<file path="src/binary_sequence_autocorrelation_energy_assert.svh">
// assertion macros for the autocorrelation energy block
// no dependencies; define NO_ASSERTIONS to compile the checks out
`ifndef BINARY_SEQUENCE_AUTOCORRELATION_ENERGY_ASSERT_SVH
`define BINARY_SEQUENCE_AUTOCORRELATION_ENERGY_ASSERT_SVH

`ifndef NO_ASSERTIONS

// property holds at every clock edge outside reset
`define BSAE_ASSERT(label, clk, rst_n, prop) \
    label: assert property (@(posedge clk) disable iff (!rst_n) (prop)) \
        else $error("bsae assertion failed");

// consequent holds in the cycle after the antecedent
`define BSAE_ASSERT_NEXT(label, clk, rst_n, ante, cons) \
    label: assert property (@(posedge clk) disable iff (!rst_n) (ante) |=> (cons)) \
        else $error("bsae assertion failed");

`else

`define BSAE_ASSERT(label, clk, rst_n, prop)
`define BSAE_ASSERT_NEXT(label, clk, rst_n, ante, cons)

`endif

`endif

</file>
<file path="src/bsae_pkg.sv">
// shared widths, constants and control type of the autocorrelation energy block
// no dependencies
package bsae_pkg;

    localparam int SEQ_W       = 64;
    localparam int LEN_W       = 7;
    localparam int CORR_W      = 8;
    localparam int SQ_W        = 16;
    localparam int ENERGY_W    = 17;
    localparam int MAX_LEN_DEF = 64;

    localparam logic [LEN_W-1:0]    LEN_RESET  = 7'd64;
    localparam logic [ENERGY_W-1:0] ENERGY_MAX = 17'd85344;

    // control from the sequencer to the accumulator
    typedef struct packed {
        logic clear;
        logic add;
    } t_acc_ctrl;

endpackage

</file>
<file path="src/bsae_corr.sv">
// one shift correlation per enabled cycle: masked xor popcount turned into C_k, registered
// depends on bsae_pkg
module bsae_corr (
    input  logic                                i_clk,
    input  logic                                i_rst_n,
    input  logic                                i_en,
    input  logic [bsae_pkg::SEQ_W-1:0]          i_seq,
    input  logic [bsae_pkg::SEQ_W-1:0]          i_shift,
    input  logic [bsae_pkg::SEQ_W-1:0]          i_mask,
    input  logic [bsae_pkg::LEN_W-1:0]          i_ovl,
    output logic signed [bsae_pkg::CORR_W-1:0]  o_corr,
    output logic                                o_corr_valid
);

    logic [bsae_pkg::SEQ_W-1:0]  n_diff;
    logic [bsae_pkg::LEN_W-1:0]  n_pop;
    logic [bsae_pkg::CORR_W-1:0] n_corr;
    logic [bsae_pkg::CORR_W-1:0] r_corr;
    logic                        r_corr_valid;

    // disagreeing pairs inside the overlap, then overlap minus twice that count
    always_comb begin
        n_diff = (i_seq ^ i_shift) & i_mask;
        n_pop  = bsae_pkg::LEN_W'($countones(n_diff));
        n_corr = bsae_pkg::CORR_W'(i_ovl) - bsae_pkg::CORR_W'({n_pop, 1'b0});
    end

    // correlation register
    always_ff @(posedge i_clk) begin
        if (i_en) begin
            r_corr <= n_corr;
        end
    end

    // valid flag follows the enable in the cycle after
    always_ff @(posedge i_clk) begin
        if (!i_rst_n) begin
            r_corr_valid <= 1'b0;
        end else begin
            r_corr_valid <= i_en;
        end
    end

    assign o_corr       = $signed(r_corr);
    assign o_corr_valid = r_corr_valid;

endmodule

</file>
<file path="src/bsae_acc.sv">
// squares the registered correlation and adds it to the energy sum, or clears the sum
// depends on bsae_pkg
module bsae_acc (
    input  logic                                i_clk,
    input  bsae_pkg::t_acc_ctrl                 i_ctrl,
    input  logic signed [bsae_pkg::CORR_W-1:0]  i_corr,
    output logic [bsae_pkg::ENERGY_W-1:0]       o_acc
);

    logic signed [bsae_pkg::SQ_W-1:0] n_sq;
    logic [bsae_pkg::ENERGY_W-1:0]    r_acc;

    // square of the correlation, always non-negative
    always_comb begin
        n_sq = bsae_pkg::SQ_W'(i_corr) * bsae_pkg::SQ_W'(i_corr);
    end

    // energy sum
    always_ff @(posedge i_clk) begin
        if (i_ctrl.clear) begin
            r_acc <= '0;
        end else if (i_ctrl.add) begin
            r_acc <= r_acc + bsae_pkg::ENERGY_W'(unsigned'(n_sq));
        end
    end

    assign o_acc = r_acc;

endmodule

</file>
<file path="src/binary_sequence_autocorrelation_energy.sv">
// autocorrelation energy of a +1/-1 sequence: sequencer, output register, config
// depends on bsae_pkg, bsae_corr, bsae_acc and the assertion header
// one shift per cycle in the run state: an item of effective length two or more passes through the
// run, flush and done states, one below two goes straight to done; done loads the result into the output
// register once it is free or being emptied, and the next item is accepted only back in idle
// synchronous active-low reset clears control state and sets seq_length to 64
`include "binary_sequence_autocorrelation_energy_assert.svh"

module binary_sequence_autocorrelation_energy #(
    parameter int MAX_LEN = bsae_pkg::MAX_LEN_DEF
) (
    input  logic                            i_clk,
    input  logic                            i_rst_n,
    input  logic                            i_cfg_we,
    input  logic [bsae_pkg::LEN_W-1:0]      i_cfg_wdata,
    input  logic                            i_valid,
    output logic                            o_ready,
    input  logic [bsae_pkg::SEQ_W-1:0]      i_seq_bits,
    output logic                            o_valid,
    input  logic                            i_ready,
    output logic [bsae_pkg::ENERGY_W-1:0]   o_energy
);

    localparam logic [1:0] S_IDLE  = 2'd0;
    localparam logic [1:0] S_RUN   = 2'd1;
    localparam logic [1:0] S_FLUSH = 2'd2;
    localparam logic [1:0] S_DONE  = 2'd3;

    localparam logic [bsae_pkg::LEN_W-1:0] MAX_LEN_V = bsae_pkg::LEN_W'(MAX_LEN);
    localparam logic [bsae_pkg::LEN_W-1:0] FULL_LEN  = bsae_pkg::LEN_W'(bsae_pkg::SEQ_W);

    logic [1:0]                      r_state;
    logic [1:0]                      n_state;
    logic [bsae_pkg::LEN_W-1:0]      r_seq_length;
    logic [bsae_pkg::SEQ_W-1:0]      r_seq;
    logic [bsae_pkg::SEQ_W-1:0]      r_shift;
    logic [bsae_pkg::SEQ_W-1:0]      r_mask;
    logic [bsae_pkg::LEN_W-1:0]      r_ovl;
    logic                            r_out_valid;
    logic [bsae_pkg::ENERGY_W-1:0]   r_energy;

    logic [bsae_pkg::LEN_W-1:0]      n_len;
    logic [bsae_pkg::SEQ_W-1:0]      n_lmask;
    logic [bsae_pkg::SEQ_W-1:0]      n_seq;
    logic                            n_accept;
    logic                            n_short;
    logic                            n_load_out;

    logic signed [bsae_pkg::CORR_W-1:0] w_corr;
    logic                               w_corr_valid;
    logic [bsae_pkg::ENERGY_W-1:0]      w_acc;
    bsae_pkg::t_acc_ctrl                w_acc_ctrl;

    // effective length and element mask of the incoming item
    always_comb begin
        n_len    = (r_seq_length > MAX_LEN_V) ? MAX_LEN_V : r_seq_length;
        n_lmask  = {bsae_pkg::SEQ_W{1'b1}} >> (FULL_LEN - n_len);
        n_seq    = i_seq_bits & n_lmask;
        n_accept = i_valid && o_ready;
        n_short  = (n_len < bsae_pkg::LEN_W'(2));
    end

    // output register loads in the done state when free or being emptied
    assign n_load_out = (r_state == S_DONE) && (!r_out_valid || i_ready);

    // sequencer
    always_comb begin
        n_state = r_state;
        unique case (r_state)
            S_IDLE: begin
                if (n_accept) begin
                    n_state = n_short ? S_DONE : S_RUN;
                end
            end
            S_RUN: begin
                if (r_ovl == bsae_pkg::LEN_W'(1)) begin
                    n_state = S_FLUSH;
                end
            end
            S_FLUSH: n_state = S_DONE;
            S_DONE: begin
                if (n_load_out) begin
                    n_state = S_IDLE;
                end
            end
            default: n_state = S_IDLE;
        endcase
    end

    // control registers
    always_ff @(posedge i_clk) begin
        if (!i_rst_n) begin
            r_state      <= S_IDLE;
            r_seq_length <= bsae_pkg::LEN_RESET;
            r_out_valid  <= 1'b0;
        end else begin
            r_state <= n_state;
            if (i_cfg_we) begin
                r_seq_length <= i_cfg_wdata;
            end
            if (n_load_out) begin
                r_out_valid <= 1'b1;
            end else if (i_ready) begin
                r_out_valid <= 1'b0;
            end
        end
    end

    // shift line, overlap mask and overlap count, one shift per cycle in the run state
    always_ff @(posedge i_clk) begin
        if (n_accept) begin
            r_seq   <= n_seq;
            r_shift <= n_seq >> 1;
            r_mask  <= n_lmask >> 1;
            r_ovl   <= n_len - bsae_pkg::LEN_W'(1);
        end else if (r_state == S_RUN) begin
            r_shift <= r_shift >> 1;
            r_mask  <= r_mask >> 1;
            r_ovl   <= r_ovl - bsae_pkg::LEN_W'(1);
        end
    end

    // result register
    always_ff @(posedge i_clk) begin
        if (n_load_out) begin
            r_energy <= w_acc;
        end
    end

    bsae_corr u_corr (
        .i_clk        (i_clk),
        .i_rst_n      (i_rst_n),
        .i_en         (r_state == S_RUN),
        .i_seq        (r_seq),
        .i_shift      (r_shift),
        .i_mask       (r_mask),
        .i_ovl        (r_ovl),
        .o_corr       (w_corr),
        .o_corr_valid (w_corr_valid)
    );

    // accumulator control: clear on a new item, add each finished correlation
    always_comb begin
        w_acc_ctrl.clear = n_accept;
        w_acc_ctrl.add   = w_corr_valid;
    end

    bsae_acc u_acc (
        .i_clk  (i_clk),
        .i_ctrl (w_acc_ctrl),
        .i_corr (w_corr),
        .o_acc  (w_acc)
    );

    assign o_ready  = (r_state == S_IDLE);
    assign o_valid  = r_out_valid;
    assign o_energy = r_energy;

    // checks
    `BSAE_ASSERT(a_ovl_nonzero, i_clk, i_rst_n, (r_state != S_RUN) || (r_ovl != '0))
    `BSAE_ASSERT(a_no_add_idle, i_clk, i_rst_n, (r_state != S_IDLE) || !w_corr_valid)
    `BSAE_ASSERT_NEXT(a_short_done, i_clk, i_rst_n, n_accept && n_short, r_state == S_DONE)
    `BSAE_ASSERT(a_energy_max, i_clk, i_rst_n, !r_out_valid || (r_energy <= bsae_pkg::ENERGY_MAX))

endmodule

</file>
<file path="config.mk">
export PLATFORM = sky130hd
export DESIGN_NAME = binary_sequence_autocorrelation_energy
export DESIGN_NICKNAME = d
export VERILOG_FILES = /design/src/bsae_pkg.sv /design/src/bsae_corr.sv /design/src/bsae_acc.sv /design/src/binary_sequence_autocorrelation_energy.sv
export VERILOG_INCLUDE_DIRS = /design/src /design/src/src
export SDC_FILE = /design/constraint.sdc
export NUM_CORES = 1
export LEC_CHECK = 0
export ABC_CLOCK_PERIOD_IN_PS = 11370
export BUFFER_PORTS_ARGS = -buffer_cell sky130_fd_sc_hd__buf_2
export CAP_MARGIN = 20
export CORE_ASPECT_RATIO = 0.9
export CORE_MARGIN = 2
export CORE_UTILIZATION = 45
export CTS_BUF_LIST = sky130_fd_sc_hd__clkbuf_4
export DETAILED_ROUTE_END_ITERATION = 12
export PLACE_DENSITY = 0.69
export SLEW_MARGIN = 40
export SYNTH_ARGS = -nofsm -noshare
export SYNTH_HDL_FRONTEND = slang
export SYNTH_SLANG_ARGS = --single-unit
export TNS_END_PERCENT = 20
</file>
<file path="constraint.sdc">
create_clock -name i_clk -period 11.37 [get_ports i_clk]
set_input_delay 2.274 -clock i_clk [delete_from_list [all_inputs] [get_ports i_clk]]
set_output_delay 2.274 -clock i_clk [all_outputs]
set_load 0.005 [all_outputs]
</file>
* Yosys cells after proc, flatten, opt, wreduce, memory -nomap -nowiden
Index checks and enable logic that the tools add are counted.
** Operators by class
- Add/subtract/negate cells :: 68
- Multipliers :: 1
- Divide/modulo/power cells :: 0
- Magnitude comparators :: 2
- Equality and inequality tests :: 7
- Shift-type cells :: 1
- Mux-type cells :: 14
- Bitwise operators :: 3
- Reductions and logical operators :: 8
** Operators with widths (count)
- $mux 63 :: 4
- $add 7x7->7 :: 31
- $add 1x1->2 :: 32
- $and 64x63->64 :: 1
- $and 64x64->64 :: 1
- $shr 64x7->64 const A :: 1
- $xor 64x63->64 :: 1
- $mux 7 :: 3
- $add 17x16->17 :: 1
- $mul 8x8->16 :: 1
- $sub 7x1->7 const B :: 2
- $mux 2 :: 4
- $pmux 2 s4 :: 1
- $sub 7x8->8 :: 1
- $eq 7x1->1 const B :: 1
- $gt 7x7->1 const B :: 1
- $lt 7x2->1 const B :: 1
- $sub 7x7->7 const A :: 1
- $eq 2x2->1 const B :: 2
- $ne 2x2->1 const B :: 2
- $reduce_bool 2->1 :: 2
- $reduce_and 3->1 :: 1
- $eq 2x1->1 const B :: 1
- $logic_and 1x1->1 :: 2
- 5 further kinds :: 6
** Storage, ports and cells
- Register bits after elaboration :: 250
- Bits in latches :: 0
- Bits in writable memories :: 0
- Memory bits (read-only) :: 0
- Input bits :: 76
- Output and inout bits :: 19
- Memories :: 0

* Logic depth before layout (Yosys ltp)
- Word-level depth :: 9
- Depth in mapped cells :: 27
- Mapped depth without buffers :: 27

* By module
Synthesis repeated with hierarchy kept, for this count alone.
** Second synthesis, totals
- Cells, all modules :: 1536
- Area, all modules :: 16562.1 µm²
** Modules (own cells, without submodules)
- binary_sequence_autocorrelation_energy :: instances 1, cells each 792, area each 9913.3 µm², seq. area each 6626.4 µm²
- bsae_acc :: instances 1, cells each 413, area each 3469.6 µm², seq. area each 340.3 µm²
- bsae_corr :: instances 1, cells each 331, area each 3179.3 µm², seq. area each 260.2 µm²

* Worst setup path after synthesis
OpenSTA, ideal clock, no wires.
- Path type :: register to register
- Start :: reg r_seq[60] (netlist bit)
- End :: reg u_corr.r_corr (netlist bit u_corr.o_corr[7]), data pin
- Library setup time :: 0.259 ns
- Data arrival time :: 6.285 ns
- Required time :: 11.111 ns
- Setup slack :: 4.826 ns
- Stages on the path, launching flop included :: 26
- Buffers on the path :: 0
- Cells stage by stage :: edfxtp_1 > xor2_1 > and2_1 > ha_1 > inv_1 > fa_1 > inv_1 > fa_1 > inv_1 > fa_1 > inv_1 > fa_1 > fa_1 > fa_1 > inv_1 > fa_1 > inv_1 > ha_1 > a21o_1 > a21oi_1 > xnor2_1 > ha_1 > a21oi_1 > o21bai_1 > a21oi_1 > xnor2_1
** Between the ends
- Word-level cells in the longest chain between the ends :: 9
** Ends and longest elaborated chain
- from (decl) :: line binary_sequence_autocorrelation_energy.sv:35 : logic [bsae_pkg::SEQ_W-1:0] r_seq;
- from (signal assigned) :: line binary_sequence_autocorrelation_energy.sv:112 : r_seq <= n_seq;
- $xor 64x63->64 :: line bsae_corr.sv:23 : n_diff = (i_seq ^ i_shift) & i_mask;
- $and 64x63->64 :: line bsae_corr.sv:23
- $add 1x1->2 (not written as such) :: line bsae_corr.sv:24 : n_pop = bsae_pkg::LEN_W'($countones(n_diff));
- $add 7x7->7 (not written as such) (5 in a row) :: line bsae_corr.sv:24
- $sub 7x8->8 :: line bsae_corr.sv:25 : n_corr = bsae_pkg::CORR_W'(i_ovl) - bsae_pkg::CORR_W'({n_pop, 1'b0});
- via u_corr.n_corr (one bit) :: line bsae_corr.sv:17 : logic [bsae_pkg::CORR_W-1:0] n_corr;
- to (signal assigned) :: line bsae_corr.sv:31 : r_corr <= n_corr;
- to (decl) :: line bsae_corr.sv:18 : logic [bsae_pkg::CORR_W-1:0] r_corr;
The timed path passes the listed nets, and every way through them passes these cells.
A chain may end at the register's enable or synchronous reset.

* Worst setup path in the final report
- Start :: reg r_shift[60] (netlist bit)
- End :: reg u_corr.r_corr (netlist bit u_corr.o_corr[7]), data pin
** Between the ends
- Word-level cells in the longest chain between the ends :: 9
** Ends and longest elaborated chain
- from (decl) :: line binary_sequence_autocorrelation_energy.sv:36 : logic [bsae_pkg::SEQ_W-1:0] r_shift;
- from (signal assigned) :: line binary_sequence_autocorrelation_energy.sv:113 : r_shift <= n_seq >> 1;
- from (signal assigned) :: line binary_sequence_autocorrelation_energy.sv:117 : r_shift <= r_shift >> 1;
- $xor 64x63->64 :: line bsae_corr.sv:23
- $and 64x63->64 :: line bsae_corr.sv:23
- $add 1x1->2 (not written as such) :: line bsae_corr.sv:24
- $add 7x7->7 (not written as such) (5 in a row) :: line bsae_corr.sv:24
- $sub 7x8->8 :: line bsae_corr.sv:25
- via u_corr.n_corr (one bit) :: line bsae_corr.sv:17
The timed path passes the listed nets, and every way through them passes these cells.

==> flow_summary.toml <==
[timing]
finalHoldViolCount = 0
post-route-period-util_pct = 60.7
setup_viol = 0
rsz0062_at_grt = "no"
fin_setup_tns_ns = 0
worst_pin_slew_ns = 0.751
slew_viol_final = 0
skew_ns = 0.0395
max_freq_ghz = 0.145
period_minus_slack_ns = 6.91
max-slew-margin-rel_pct = 49.7

[detailed_routing]
wirelength_mm = 37.7
ant_nets = 0
via_count = 11100
drt-initial-drc-count = 779
drc = 0
wl_per_cell_microns = 18.0
drtPass1Iterations = 5
vias_per_cell = 5.27

[worst_setup_path]
slowest_stage = "fa_1"
end_kind = "flop"
crit_type = "reg2reg"
cp.arrival_ns = 7.39
critPathMostFrequentCell = "fa_1"
worstPathRequired_ns = 11.86
critPathLaunchType = "flop"
worstRegToRegCells = 25
max_stage_delay_ns = 0.60
critPathMaxFanout = 3

[clock_tree]
postCtsResizedCells = 0
clock_path_buffers = 3
clk-insertion-delay-late_ns = 0.74
clk_pin_slew_ns = 0.07
numCtsBuffers = 70
holdBufCountCts = 0
cts_tree = "yes"
post-cts-setup-buffers = 0
cts-root-buf = "clkbuf_4"
htree_num_levels = 3
clock-sinks = 249

[cells_and_area]
multiInputGateArea_sq_um = 8450
layout_commonest_cell = "edfxtp_1"
final_nets = 1851
seq_area_sq_um = 7200
final_cell_mix = "edfxtp_1 (221), inv_1 (160), fa_1 (104)"
n_fill_cell = 3180
drive_gt1_share_pct = 16.8
area_growth_pct = 11.5

[place]
numPortBuffers = 94
dp_hpwl_mm = 27.6
gp_congestion = 0.884

[global_routing]
antenna_found_initial = 2
grt_usage_pct = 20.6
grt_pass1_wl_mm = 60.0
grt_max_degree = 87
grt_pass1_vias = 11400
gr-total-overflow = 0

[die]
die_area_sq_um = 38100
io_pins = 95
fp.dieH_microns = 185
num_rows = 66
coreArea_sq_um = 36100
initial_utilization_pct = 45.5
die_w_microns = 205

[yosys]
syn_inst = 1443
yosysWarnings = 0
yosysUniqueCellTypes = 60
synth_edf_count = 221
syn-num-nets = 1722
avgSynthCellArea_sq_um = 11.4
synthArstFlopShare_pct = 0
seq_area_frac_synth_pct = 43.8
synth_ff_type = "edfxtp_1"
ys_ff_latch = 249
synth_area_sq_um = 16400

[status]
status = "finished clean"

[job]
maxCapViolCount = 0

[worst_hold_path]
hold_depth = 0
hold_path.class = "reg2reg"
-- Yosys cell counts, types with 5 or more instances --
library cell | number | area [sq um]
clkbuf_1 | 37 | 139
mux2i_1 | 22 | 220
nor2_1 | 60 | 225
edfxtp_1 | 221 | 6640
nor3_1 | 15 | 75.1
o21ai_0 | 68 | 340
a21o_1 | 11 | 82.6
xor2_1 | 80 | 701
dfxtp_1 | 28 | 561
a31oi_1 | 5 | 31.3
inv_1 | 161 | 604
xnor2_1 | 26 | 228
o31ai_1 | 8 | 60.1
a21oi_1 | 57 | 285
a22o_1 | 16 | 140
nand2b_1 | 13 | 81.3
o21bai_1 | 7 | 52.6
nor2b_1 | 36 | 225
nand3_1 | 24 | 120
a32o_1 | 7 | 70.1
and3_1 | 24 | 150
nand2_1 | 105 | 394
fa_1 | 104 | 2080
ha_1 | 99 | 1240
and2_1 | 86 | 538
mux2_2 | 43 | 484
a211oi_1 | 6 | 45.0
-- critical path: cells and delay by family (launching register included) --
kind / cells / cell delay, ns
and+or+nand+nor: 1 / 0.16
DFF: 1 / 0.40
adders and majority gates: 10 / 4.44
AOI/OAI and AO/OA: 5 / 0.89
xor gates and xnor gates: 3 / 0.40
buffers and inverters: 6 / 0.38
-- stage by stage --
step	instances	worst slack [ns]	util (%)	cell area, sq um	hold slack (ns)
2_1_floorplan	1443	4.83	-	16400	0.421
3_3_place_gp	1974	4.63	48.1	17400	0.447
3_5_place_dp	1976	4.45	48.3	17400	0.451
4_1_cts	2093	4.47	50.7	18300	0.467
5_1_grt	2096	4.12	50.8	18300	0.487
6_report	2097	4.46	50.8	18300	0.457
-- registers in the layout, summed over array words and instances (netlist names) --
register / cells
r_mask: 63
o_valid: 1
u_corr.o_corr_valid: 1
r_seq_length: 7
r_state: 2
r_seq: 63
u_corr.o_corr: 8
u_acc.o_acc: 17
r_ovl: 7
r_shift: 63
o_energy: 17
-- metal layers --
metal,vias to the layer above,track usage (%),wire [microns]
met4,0,7.42,981
met5,-,0,0
met2,332,32.1,17300
li1,5257,-,-
met3,64,5.28,2490
met1,5401,27.9,16900
-- logic make-up (layout without fill, tap and decap cells) --
group,after synthesis,in the layout,synth area share (%)
compound gates,218,218,8.64
xor+xnor,106,106,5.65
fa+ha+maj,203,203,20.2
buf+inv,211,385,5.03
flops,249,249,43.8
mux,68,68,4.56
other cells,0,4,0
simple gates,388,388,12.1
-- layout make-up --
class / instances / area share [%]
inverter: 163 / 3.38
timing repair buffer: 105 / 3.16
antenna: 4 / 0.0546
clock inverter: 27 / 1.09
tap: 476 / 3.25
sequential: 249 / 39.3
multi-input combinational: 983 / 46.1
clock buffer: 90 / 3.69
-- worst paths after layout --
path	startpoint	end	slack [ns]
worst min-delay path	u_acc.o_acc[12]$_SDFFE_PP0P_	o_energy[12]$_DFFE_PP_	0.46
worst max-delay path	r_shift[60]$_DFFE_PP_	u_corr.o_corr[7]$_DFFE_PP_	4.46
worst min register to register	u_acc.o_acc[12]$_SDFFE_PP0P_	o_energy[12]$_DFFE_PP_	0.46
worst max register to register	r_shift[60]$_DFFE_PP_	u_corr.o_corr[7]$_DFFE_PP_	4.46
Power is left out: the tool's default activity adds up to more than one toggle a clock period on the data nets, which glitch-free logic cannot reach.
